$ cat src/hw/rtl/pffl_pkg.sv
// ----------------------------------------------------------------------------
// pffl_pkg: shared definitions for the page frame free list allocator
// Types, sizes and status codes used by the front end, the back end and the
// response queue.
// ----------------------------------------------------------------------------
package pffl_pkg;

   // Sizes of the free store and of the request limits.
   localparam int PAGE_COUNT  = 128;
   localparam int MAX_REQUEST = 64;
   localparam int PAGE_SHIFT  = 21;

   // Fixed field widths of the transactions.
   localparam int OP_W     = 2;
   localparam int NUM_W    = 7;
   localparam int PAGE_W   = 7;
   localparam int ADDR_W   = 48;
   localparam int STATUS_W = 3;

   // Free store indexing: an index addresses one entry, a count can also
   // hold the full depth.
   localparam int IDX_W = $clog2(PAGE_COUNT);
   localparam int CNT_W = $clog2(PAGE_COUNT + 1);

   // Command queue between the front and the back end.
   localparam int CMD_DEPTH = 2;
   localparam int CMD_PTR_W = $clog2(CMD_DEPTH);
   localparam int CMD_LVL_W = $clog2(CMD_DEPTH + 1);

   // Response queue on the result side.
   localparam int RSP_DEPTH = 4;
   localparam int RSP_PTR_W = $clog2(RSP_DEPTH);
   localparam int RSP_LVL_W = $clog2(RSP_DEPTH + 1);

   // Operation codes of the request channel.
   localparam logic [OP_W-1:0] OP_ALLOC  = 2'd0;
   localparam logic [OP_W-1:0] OP_FREE   = 2'd1;
   localparam logic [OP_W-1:0] OP_REINIT = 2'd2;

   // Status codes of the response channel.
   localparam logic [STATUS_W-1:0] STATUS_GRANTED  = 3'd0;
   localparam logic [STATUS_W-1:0] STATUS_SHORT    = 3'd1;
   localparam logic [STATUS_W-1:0] STATUS_ZERO     = 3'd2;
   localparam logic [STATUS_W-1:0] STATUS_FREED    = 3'd3;
   localparam logic [STATUS_W-1:0] STATUS_REJECTED = 3'd4;
   localparam logic [STATUS_W-1:0] STATUS_REINIT   = 3'd5;

   typedef struct packed {
      logic [OP_W-1:0]   operation;
      logic [NUM_W-1:0]  page_count;
      logic [PAGE_W-1:0] page_number;
   } req_type;

   typedef struct packed {
      logic [STATUS_W-1:0] status;
      logic [PAGE_W-1:0]   granted_page;
      logic [ADDR_W-1:0]   page_address;
      logic                last;
   } rsp_type;

   // Classified command handed from the front to the back end.
   typedef enum logic [1:0] {
      CMD_ALLOC  = 2'd0,
      CMD_FREE   = 2'd1,
      CMD_REINIT = 2'd2
   } cmd_kind_type;

   typedef struct packed {
      cmd_kind_type      kind;
      logic [NUM_W-1:0]  count;
      logic [PAGE_W-1:0] page;
   } cmd_type;

   typedef struct packed {
      logic    valid;
      cmd_type cmd;
   } cmd_chan_type;

   typedef struct packed {
      logic    valid;
      rsp_type data;
   } rsp_chan_type;

endpackage

$ cat src/hw/rtl/pffl_front.sv
// ----------------------------------------------------------------------------
// pffl_front: request intake and command queue
// Accepts request transactions, classifies the operation and holds the
// resulting commands in a short queue for the back end.
// ----------------------------------------------------------------------------
module pffl_front (
   input  logic                   clock,
   input  logic                   reset,
   input  logic                   push,
   output logic                   full,
   input  pffl_pkg::req_type      req_data,
   input  logic                   cmd_pop,
   output pffl_pkg::cmd_chan_type cmd_chan
);

   pffl_pkg::cmd_type                  queue_ff [pffl_pkg::CMD_DEPTH];
   logic [pffl_pkg::CMD_PTR_W-1:0]     wr_ptr_ff, wr_ptr_in;
   logic [pffl_pkg::CMD_PTR_W-1:0]     rd_ptr_ff, rd_ptr_in;
   logic [pffl_pkg::CMD_LVL_W-1:0]     level_ff, level_in;
   pffl_pkg::cmd_type                  cmd_new;
   logic                               cmd_known;
   logic                               accept;
   logic                               do_write;
   logic                               do_read;

   assign full   = (level_ff == pffl_pkg::CMD_LVL_W'(pffl_pkg::CMD_DEPTH));
   assign accept = push && !full;

   // Operation code 3 has no meaning: it is accepted and dropped.
   always_comb begin
      cmd_new.count = req_data.page_count;
      cmd_new.page  = req_data.page_number;
      cmd_new.kind  = pffl_pkg::CMD_ALLOC;
      cmd_known     = 1'b1;
      unique case (req_data.operation)
         pffl_pkg::OP_ALLOC:  cmd_new.kind = pffl_pkg::CMD_ALLOC;
         pffl_pkg::OP_FREE:   cmd_new.kind = pffl_pkg::CMD_FREE;
         pffl_pkg::OP_REINIT: cmd_new.kind = pffl_pkg::CMD_REINIT;
         default:             cmd_known    = 1'b0;
      endcase
   end

   assign do_write = accept && cmd_known;
   assign do_read  = cmd_pop && (level_ff != '0);

   always_comb begin
      wr_ptr_in = wr_ptr_ff;
      rd_ptr_in = rd_ptr_ff;
      level_in  = level_ff;
      if (do_write) begin
         wr_ptr_in = wr_ptr_ff + 1'b1;
      end
      if (do_read) begin
         rd_ptr_in = rd_ptr_ff + 1'b1;
      end
      if (do_write && !do_read) begin
         level_in = level_ff + 1'b1;
      end else if (!do_write && do_read) begin
         level_in = level_ff - 1'b1;
      end
   end

   always_ff @(posedge clock) begin
      if (reset) begin
         wr_ptr_ff <= '0;
         rd_ptr_ff <= '0;
         level_ff  <= '0;
      end else begin
         wr_ptr_ff <= wr_ptr_in;
         rd_ptr_ff <= rd_ptr_in;
         level_ff  <= level_in;
      end
   end

   always_ff @(posedge clock) begin
      if (do_write) begin
         queue_ff[wr_ptr_ff] <= cmd_new;
      end
   end

   assign cmd_chan.valid = (level_ff != '0);
   assign cmd_chan.cmd   = queue_ff[rd_ptr_ff];

endmodule

$ cat src/hw/rtl/pffl_back.sv
// ----------------------------------------------------------------------------
// pffl_back: free store and command execution
// Holds the free page stack and its count, executes one command at a time
// and streams granted pages with their physical addresses.
// ----------------------------------------------------------------------------
module pffl_back (
   input  logic                                clock,
   input  logic                                reset,
   input  pffl_pkg::cmd_chan_type              cmd_chan,
   output logic                                cmd_pop,
   input  logic [pffl_pkg::ADDR_W-1:0]         memory_base,
   input  logic [pffl_pkg::RSP_LVL_W-1:0]      rsp_level,
   output pffl_pkg::rsp_chan_type              rsp_chan
);

   typedef enum logic [1:0] {
      ST_IDLE  = 2'b01,
      ST_GRANT = 2'b10
   } back_state_type;

   back_state_type                       state_ff, state_in;
   logic [pffl_pkg::CNT_W-1:0]           count_ff, count_in;
   logic [pffl_pkg::CNT_W-1:0]           idx_ff, idx_in;
   logic [pffl_pkg::CNT_W-1:0]           end_ff, end_in;

   logic [pffl_pkg::PAGE_W-1:0]          stack_mem [pffl_pkg::PAGE_COUNT];
   logic [pffl_pkg::PAGE_COUNT-1:0]      valid_ff;
   logic [pffl_pkg::PAGE_W-1:0]          rd_data_ff;
   logic [pffl_pkg::IDX_W-1:0]           rd_idx;
   logic [pffl_pkg::IDX_W-1:0]           wr_idx;
   logic                                 mem_we;
   logic                                 valid_clr;

   logic                                 issue;
   logic [pffl_pkg::STATUS_W-1:0]        iss_status;
   logic                                 iss_last;
   logic                                 iss_grant;

   logic                                 s1_valid_ff;
   logic [pffl_pkg::STATUS_W-1:0]        s1_status_ff;
   logic                                 s1_last_ff;
   logic                                 s1_grant_ff;
   logic                                 s1_hit_ff;
   logic [pffl_pkg::PAGE_W-1:0]          s1_dflt_ff;

   logic [pffl_pkg::RSP_LVL_W:0]         occupancy;
   logic                                 room;
   logic                                 grant_last;
   logic [pffl_pkg::PAGE_W-1:0]          page;

   // Results in flight plus results queued must leave space for one more.
   assign occupancy = {1'b0, rsp_level} + (pffl_pkg::RSP_LVL_W + 1)'(s1_valid_ff);
   assign room      = occupancy < (pffl_pkg::RSP_LVL_W + 1)'(pffl_pkg::RSP_DEPTH);

   assign rd_idx     = idx_ff[pffl_pkg::IDX_W-1:0];
   assign wr_idx     = count_ff[pffl_pkg::IDX_W-1:0];
   assign grant_last = ((idx_ff + 1'b1) == end_ff);

   always_comb begin
      state_in   = state_ff;
      count_in   = count_ff;
      idx_in     = idx_ff;
      end_in     = end_ff;
      cmd_pop    = 1'b0;
      issue      = 1'b0;
      iss_status = pffl_pkg::STATUS_GRANTED;
      iss_last   = 1'b1;
      iss_grant  = 1'b0;
      mem_we     = 1'b0;
      valid_clr  = 1'b0;
      unique case (state_ff)
         ST_IDLE: begin
            if (cmd_chan.valid && room) begin
               cmd_pop = 1'b1;
               unique case (cmd_chan.cmd.kind)
                  pffl_pkg::CMD_ALLOC: begin
                     if (cmd_chan.cmd.count == '0) begin
                        issue      = 1'b1;
                        iss_status = pffl_pkg::STATUS_ZERO;
                     end else if ((cmd_chan.cmd.count >
                                   pffl_pkg::NUM_W'(pffl_pkg::MAX_REQUEST)) ||
                                  (pffl_pkg::CNT_W'(cmd_chan.cmd.count) > count_ff)) begin
                        issue      = 1'b1;
                        iss_status = pffl_pkg::STATUS_SHORT;
                     end else begin
                        idx_in   = count_ff - pffl_pkg::CNT_W'(cmd_chan.cmd.count);
                        end_in   = count_ff;
                        count_in = count_ff - pffl_pkg::CNT_W'(cmd_chan.cmd.count);
                        state_in = ST_GRANT;
                     end
                  end
                  pffl_pkg::CMD_FREE: begin
                     issue = 1'b1;
                     if (count_ff >= pffl_pkg::CNT_W'(pffl_pkg::PAGE_COUNT)) begin
                        iss_status = pffl_pkg::STATUS_REJECTED;
                     end else begin
                        iss_status = pffl_pkg::STATUS_FREED;
                        mem_we     = 1'b1;
                        count_in   = count_ff + 1'b1;
                     end
                  end
                  pffl_pkg::CMD_REINIT: begin
                     issue      = 1'b1;
                     iss_status = pffl_pkg::STATUS_REINIT;
                     valid_clr  = 1'b1;
                     count_in   = pffl_pkg::CNT_W'(pffl_pkg::PAGE_COUNT);
                  end
                  default: begin
                     issue = 1'b0;
                  end
               endcase
            end
         end
         ST_GRANT: begin
            // While there is room, one page a cycle, from the deepest taken entry up to the old top.
            if (room) begin
               issue     = 1'b1;
               iss_grant = 1'b1;
               iss_last  = grant_last;
               idx_in    = idx_ff + 1'b1;
               if (grant_last) begin
                  state_in = ST_IDLE;
               end
            end
         end
         default: begin
            state_in = ST_IDLE;
         end
      endcase
   end

   always_ff @(posedge clock) begin
      if (reset) begin
         state_ff    <= ST_IDLE;
         count_ff    <= pffl_pkg::CNT_W'(pffl_pkg::PAGE_COUNT);
         s1_valid_ff <= 1'b0;
      end else begin
         state_ff    <= state_in;
         count_ff    <= count_in;
         s1_valid_ff <= issue;
      end
   end

   always_ff @(posedge clock) begin
      idx_ff <= idx_in;
      end_ff <= end_in;
   end

   // An entry that was never written since reset or reinitialize holds its
   // original page, which is the depth minus one minus its index.
   always_ff @(posedge clock) begin
      if (reset) begin
         valid_ff <= '0;
      end else if (valid_clr) begin
         valid_ff <= '0;
      end else if (mem_we) begin
         valid_ff[wr_idx] <= 1'b1;
      end
   end

   always_ff @(posedge clock) begin
      if (mem_we) begin
         stack_mem[wr_idx] <= cmd_chan.cmd.page;
      end
      rd_data_ff <= stack_mem[rd_idx];
   end

   always_ff @(posedge clock) begin
      s1_status_ff <= iss_status;
      s1_last_ff   <= iss_last;
      s1_grant_ff  <= iss_grant;
      s1_hit_ff    <= valid_ff[rd_idx];
      s1_dflt_ff   <= pffl_pkg::PAGE_W'(pffl_pkg::IDX_W'(pffl_pkg::PAGE_COUNT - 1) - rd_idx);
   end

   assign page = s1_grant_ff ? (s1_hit_ff ? rd_data_ff : s1_dflt_ff) : '0;

   assign rsp_chan.valid             = s1_valid_ff;
   assign rsp_chan.data.status       = s1_status_ff;
   assign rsp_chan.data.granted_page = page;
   assign rsp_chan.data.page_address = s1_grant_ff ?
      memory_base + (pffl_pkg::ADDR_W'(page) << pffl_pkg::PAGE_SHIFT) : '0;
   assign rsp_chan.data.last         = s1_last_ff;

`ifndef ASSERT_OFF
   a_no_overflow: assert property (@(posedge clock) disable iff (reset)
      s1_valid_ff |-> (rsp_level < pffl_pkg::RSP_LVL_W'(pffl_pkg::RSP_DEPTH)))
      else $error("response pushed into a full response queue");

   a_count_range: assert property (@(posedge clock) disable iff (reset)
      count_ff <= pffl_pkg::CNT_W'(pffl_pkg::PAGE_COUNT))
      else $error("free count above the store depth");

   a_grant_window: assert property (@(posedge clock) disable iff (reset)
      (state_ff == ST_GRANT) |-> ((idx_ff < end_ff) && (count_ff <= idx_ff)))
      else $error("grant index outside the taken window");

   a_last_ends_grant: assert property (@(posedge clock) disable iff (reset)
      (s1_valid_ff && s1_grant_ff && s1_last_ff) |-> (state_ff == ST_IDLE))
      else $error("grant burst continued after its final page");

   a_idle_results_last: assert property (@(posedge clock) disable iff (reset)
      (s1_valid_ff && !s1_grant_ff) |-> s1_last_ff)
      else $error("single result without last flag");
`endif

endmodule

$ cat src/hw/rtl/pffl_rsp_queue.sv
// ----------------------------------------------------------------------------
// pffl_rsp_queue: response queue
// Buffers results from the back end so that the consumer may stall while
// the back end keeps working.
// ----------------------------------------------------------------------------
module pffl_rsp_queue (
   input  logic                            clock,
   input  logic                            reset,
   input  pffl_pkg::rsp_chan_type          rsp_chan,
   input  logic                            pop,
   output logic                            empty,
   output pffl_pkg::rsp_type               rsp_data,
   output logic [pffl_pkg::RSP_LVL_W-1:0]  rsp_level
);

   pffl_pkg::rsp_type                  queue_ff [pffl_pkg::RSP_DEPTH];
   logic [pffl_pkg::RSP_PTR_W-1:0]     wr_ptr_ff, wr_ptr_in;
   logic [pffl_pkg::RSP_PTR_W-1:0]     rd_ptr_ff, rd_ptr_in;
   logic [pffl_pkg::RSP_LVL_W-1:0]     level_ff, level_in;
   logic                               do_write;
   logic                               do_read;

   // The back end only pushes when it has reserved a slot.
   assign do_write = rsp_chan.valid;
   assign do_read  = pop && !empty;

   always_comb begin
      wr_ptr_in = wr_ptr_ff;
      rd_ptr_in = rd_ptr_ff;
      level_in  = level_ff;
      if (do_write) begin
         wr_ptr_in = wr_ptr_ff + 1'b1;
      end
      if (do_read) begin
         rd_ptr_in = rd_ptr_ff + 1'b1;
      end
      if (do_write && !do_read) begin
         level_in = level_ff + 1'b1;
      end else if (!do_write && do_read) begin
         level_in = level_ff - 1'b1;
      end
   end

   always_ff @(posedge clock) begin
      if (reset) begin
         wr_ptr_ff <= '0;
         rd_ptr_ff <= '0;
         level_ff  <= '0;
      end else begin
         wr_ptr_ff <= wr_ptr_in;
         rd_ptr_ff <= rd_ptr_in;
         level_ff  <= level_in;
      end
   end

   always_ff @(posedge clock) begin
      if (do_write) begin
         queue_ff[wr_ptr_ff] <= rsp_chan.data;
      end
   end

   assign empty     = (level_ff == '0);
   assign rsp_data  = queue_ff[rd_ptr_ff];
   assign rsp_level = level_ff;

endmodule

$ cat src/hw/rtl/page_frame_free_list_allocator.sv
// ----------------------------------------------------------------------------
// page_frame_free_list_allocator: LIFO page frame allocator
// Flow: a request passes the front end's command queue, then the back end,
// which registers each result once before the response queue takes it.
// The back end executes one command at a time and streams a grant's pages
// one read a cycle from its stack while the response queue has room.
// Reset: synchronous; the store holds every page with page 0 on top at once,
// with no clearing pass, and the base address register reads 0.
// ----------------------------------------------------------------------------
module page_frame_free_list_allocator (
   input  logic                          clock,
   input  logic                          reset,
   // Request channel: accepted when push is high and full is low.
   input  logic                          push,
   output logic                          full,
   input  pffl_pkg::req_type             req_data,
   // Result channel: accepted when pop is high and empty is low.
   output logic                          empty,
   input  logic                          pop,
   output pffl_pkg::rsp_type             rsp_data,
   // Configuration channel for the base address register.
   input  logic                          csr_valid,
   output logic                          csr_ready,
   input  logic [pffl_pkg::ADDR_W-1:0]   csr_data
);

   // The user must write the base address only while the block is idle (the block
   // does not enforce this), so a plain register is enough; the write channel never stalls.
   logic [pffl_pkg::ADDR_W-1:0]        memory_base_ff;
   pffl_pkg::cmd_chan_type             cmd_chan;
   logic                               cmd_pop;
   pffl_pkg::rsp_chan_type             rsp_chan;
   logic [pffl_pkg::RSP_LVL_W-1:0]     rsp_level;

   assign csr_ready = 1'b1;

   always_ff @(posedge clock) begin
      if (reset) begin
         memory_base_ff <= '0;
      end else if (csr_valid && csr_ready) begin
         memory_base_ff <= csr_data;
      end
   end

   // The front end takes request transactions, drops the unused operation
   // code and queues classified commands, so intake continues while the back
   // end is busy streaming a grant.
   pffl_front u_front (
      .clock    (clock),
      .reset    (reset),
      .push     (push),
      .full     (full),
      .req_data (req_data),
      .cmd_pop  (cmd_pop),
      .cmd_chan (cmd_chan)
   );

   // The back end owns the free stack and its count. It checks each command
   // against the current count, updates the store and emits results through
   // one registered stage, reserving a response slot before each issue.
   pffl_back u_back (
      .clock       (clock),
      .reset       (reset),
      .cmd_chan    (cmd_chan),
      .cmd_pop     (cmd_pop),
      .memory_base (memory_base_ff),
      .rsp_level   (rsp_level),
      .rsp_chan    (rsp_chan)
   );

   // The response queue parts the back end from the consumer, so a stalled
   // consumer holds results without stopping the back end until it fills.
   pffl_rsp_queue u_rsp_queue (
      .clock     (clock),
      .reset     (reset),
      .rsp_chan  (rsp_chan),
      .pop       (pop),
      .empty     (empty),
      .rsp_data  (rsp_data),
      .rsp_level (rsp_level)
   );

endmodule

$ cat config.mk
export PLATFORM = sky130hd
export DESIGN_NAME = page_frame_free_list_allocator
export DESIGN_NICKNAME = d
export VERILOG_FILES = /design/src/hw/rtl/pffl_pkg.sv /design/src/hw/rtl/pffl_front.sv /design/src/hw/rtl/pffl_back.sv /design/src/hw/rtl/pffl_rsp_queue.sv /design/src/hw/rtl/page_frame_free_list_allocator.sv
export SDC_FILE = /design/constraint.sdc
export NUM_CORES = 1
export LEC_CHECK = 0
export BUFFER_PORTS_ARGS = -buffer_cell sky130_fd_sc_hd__buf_2
export CAP_MARGIN = 20
export CELL_PAD_IN_SITES_DETAIL_PLACEMENT = 1
export CELL_PAD_IN_SITES_GLOBAL_PLACEMENT = 2
export CORE_AREA = 2 2 528 268
export CTS_BUF_LIST = sky130_fd_sc_hd__clkbuf_4 sky130_fd_sc_hd__clkbuf_8
export DETAILED_ROUTE_END_ITERATION = 8
export DIE_AREA = 0 0 530 270
export PLACE_DENSITY = 0.71
export SYNTH_ARGS = -nofsm -noshare
export SYNTH_HDL_FRONTEND = slang
export SYNTH_HIERARCHICAL = 1
export SYNTH_SLANG_ARGS = --single-unit
$ cat constraint.sdc
create_clock -name clock -period 3.9 [get_ports clock]
set_clock_uncertainty 0.1 [all_clocks]
set_input_delay 0.39 -clock clock [delete_from_list [all_inputs] [get_ports clock]]
set_output_delay 0.39 -clock clock [all_outputs]
set_load 0.005 [all_outputs]
==> out/results.ini <==
[status]
outcome=completed

[sta]
rsz0062_at_grt=false
post-route-period-util=0.924
worst_slew_pin_slew_ns=1.12
clock.fmax_mhz=278
setup_violations=0
layout_min_cycle_time_ns=3.60
final.setup.worst_slack_ns=0.297
final_max_slew_viol_count=0
fin_hold_ws_ns=0.199
slew_headroom=0.253
hold_viol=0
tns_ns=0

[floorplanning]
io_pins=131
start_util=0.397
fp.dieW_um=530
die-area_um2=143000
fp.dieH_um=270
core_um2=139000
num_rows=97

[critical_path]
cp.arrival_ns=4.00
critPathMaxFanout=9
crit_type=reg -> reg
start_kind=flip-flop
rrSetupSlack_ns=0.30
r2r_end=u_back/stack_mem[117][6]$_DFFE_PP_
crit_required_ns=4.30
r2r_cells=8
worstSetupEndpointType=flip-flop

[detailed_routing]
drt_iter0_markers=3467
viasPerCell=5.61
wire_per_inst_um=27.7
drc=0
num_vias=31100
first_pass_iters=5
routed_wl_um=153000
final_antenna_net_count=0

[pwr]
power_mw=36.0
irDropWorstVdd_mv=0.235
power_density_nw_per_um2=564
p_int_mw=25.8
leakage_nw=21.5
pwr-share-comb=0.176
sw_frac_of_total=0.284
p_clk_frac=0.328
seq_power_share=0.496
p_switching_mw=10.2

[synth]
synth-seq-cells=1401
synth_common_cells=edfxtp_1 (1,180), mux4_2 (267), nor2_1 (227)
synthAdderAreaFrac=0.00787
synthTopCellsByArea=edfxtp_1 (64%), mux4_2 (11%), dfxtp_1 (8.0%), mux2i_1 (3.0%), a22oi_1 (1.9%)
synthDominantCellAreaShare=0.644
ys_seq_area_frac=0.724
yosysMostFrequentCell=edfxtp_1
synth_cells=3050
synthArstFlopShare=0
synthXorXnorAreaFrac=0.00703
synth_area_per_cell_um2=18.0
yosys.cell_types.count=76
synth_area_um2=55000
ys_warn_count=6
synth_fp_nets=3151
synth.area.mux_share=0.143
synth-main-ff-cell=edfxtp_1
synth_top_family_by_area=multiplexers
synth_compound_area_frac=0.0558
synth-simple-area-share=0.0416
synth_edf_count=1180
synth_top_cell_by_area=edfxtp_1

[job]
cap_viol_max_count=0

[clock_network]
clkSlewWorstSetupHoldPaths_ns=0.07
post_cts_buffers=0
root_buffer=clkbuf_8
post_cts_resize_count=0
htree_levels=4
insertion_delay_ns=0.89
cts_tree=built
cts_buffers=197
clockBufferDepth=4
cts.sink_count=1401

[finish]
drive_above_1_share=0.264
nets=3601
regArea_um2=39900
fin_area_um2=63800
fin_util=0.460
multiInputGateArea_um2=14200
synthToLayoutAreaGrowth_pct=16.0
stdcell_count=5536
nFillCells=13300

[grt]
grt_max_degree=129
grtUsageTotal=0.214
antenna_found_initial=5
grt_pass1_vias=32100
grt_pass1_wl_um=225000
grt.overflow.total=0

[placement]
place.gp.congestion=0.840
post-dp-hpwl_um=99800
place_ws_ns=0.332
io_buffers=129
place_area_um2=59000
place_inst=5093

[min_path]
hp-class=in -> reg
whs_path_depth=4
whs_endpoint=memory_base_ff[47]$_SDFFE_PP0P_
hold_path_startpoint=csr_data[47]

-- registers in the layout (all words and copies together), names as in the netlist, 2 cells and up, named ones only --
| register | flops |
|---|---|
| u_rsp_queue/rd_ptr_ff | 2 |
| u_front/queue_ff | 32 |
| u_front/level_ff | 2 |
| u_back/idx_ff | 8 |
| u_back/end_ff | 8 |
| u_rsp_queue/queue_ff | 236 |
| u_rsp_queue/wr_ptr_ff | 2 |
| u_rsp_queue/rsp_level | 3 |
| memory_base_ff | 48 |
| u_back/rd_data_ff | 7 |
| u_back/s1_status_ff | 3 |
| u_back/valid_ff | 128 |
| u_back/state_ff | 2 |
| u_back/s1_dflt_ff | 7 |
| u_back/stack_mem | 896 |
| u_back/count_ff | 8 |
-- how the worst max path moves through the flow --
| stage | to | slack [ns] | cells past startpoint |
|---|---|---|---|
| 6_report | u_back/stack_mem[117][6]$_DFFE_PP_ | 0.30 | 8 |
| 5_1_grt | u_back/stack_mem[119][1]$_DFFE_PP_ | 0.11 | 8 |
| 4_1_cts | u_back/stack_mem[119][1]$_DFFE_PP_ | 0.33 | 8 |
| 3_5_place_dp | u_back/stack_mem[117][2]$_DFFE_PP_ | 0.33 | 8 |
| 3_3_place_gp | u_back/stack_mem[117][1]$_DFFE_PP_ | 0.52 | 8 |
| 2_1_floorplan | u_back/idx_ff[0]$_DFFE_PP_ | 0.45 | 11 |
-- metal layers --
| layer | GRT usage | wire length, um | up-vias |
|---|---|---|---|
| met5 | 0 | 0 | - |
| met4 | 0.0384 | 2230 | 0 |
| met3 | 0.0671 | 15500 | 205 |
| met2 | 0.284 | 62100 | 1247 |
| met1 | 0.340 | 73400 | 16500 |
| li1 | - | - | 13100 |
-- final cells by class --
type                            count  area share
Inverter                           39     0.00229
Clock inverter                     76     0.00796
Antenna cell                        2   0.0000784
Clock buffer                      276      0.0538
Timing Repair Buffer              423      0.0523
Tap cell                         1881      0.0369
Sequential cell                  1401       0.625
Multi-Input combinational cell   1438       0.222
-- power groups by stage --
stage | registers [mW] | logic [mW] | clock network [mW]
final | 17.8 | 6.34 | 11.8
after global routing | 17.9 | 6.78 | 12.7
after CTS | 17.8 | 6.36 | 12.1
after detailed placement | 18.2 | 6.26 | 0
after global placement | 18.1 | 6.04 | 0
after floorplan | 17.9 | 3.70 | 0
-- repair_timing --
item	CTS	global route
hold endpoints to repair	88	0
hold buffers	88	0
setup endpoints to repair	0	0
-- logic make-up after synthesis --
family	Yosys count
other	1
XOR/XNOR	41
adder cells (fa/ha/maj)	33
AND/OR/NAND/NOR	487
multiplexers	452
buffers and inverters	211
AO/OA/AOI/OAI	424
flip-flops	1401
-- worst max-delay path, cell delays in order, from the launching register on --
cell      delay (ns)
dfxtp_1         0.55
mux2_2          0.44
inv_1           0.09
ha_1            0.19
nand2b_1        0.24
nor4_1          0.36
buf_4           0.23
nand3_1         0.38
nor2_1          0.68
-- layout by cell type (no fill, tap or decap), drive strengths merged, types with 29 or more instances in the layout --
cell type	instances
a21oi	57
a22oi	136
and2	45
buf	334
clkbuf	277
clkinv	62
dfxtp	221
dlygate4sd3	88
edfxtp	1180
ha	29
inv	44
mux2i	167
mux4	267
nand2	62
nand3	52
nor2	227
o21a	135
Power figures use the tool's default switching activity.
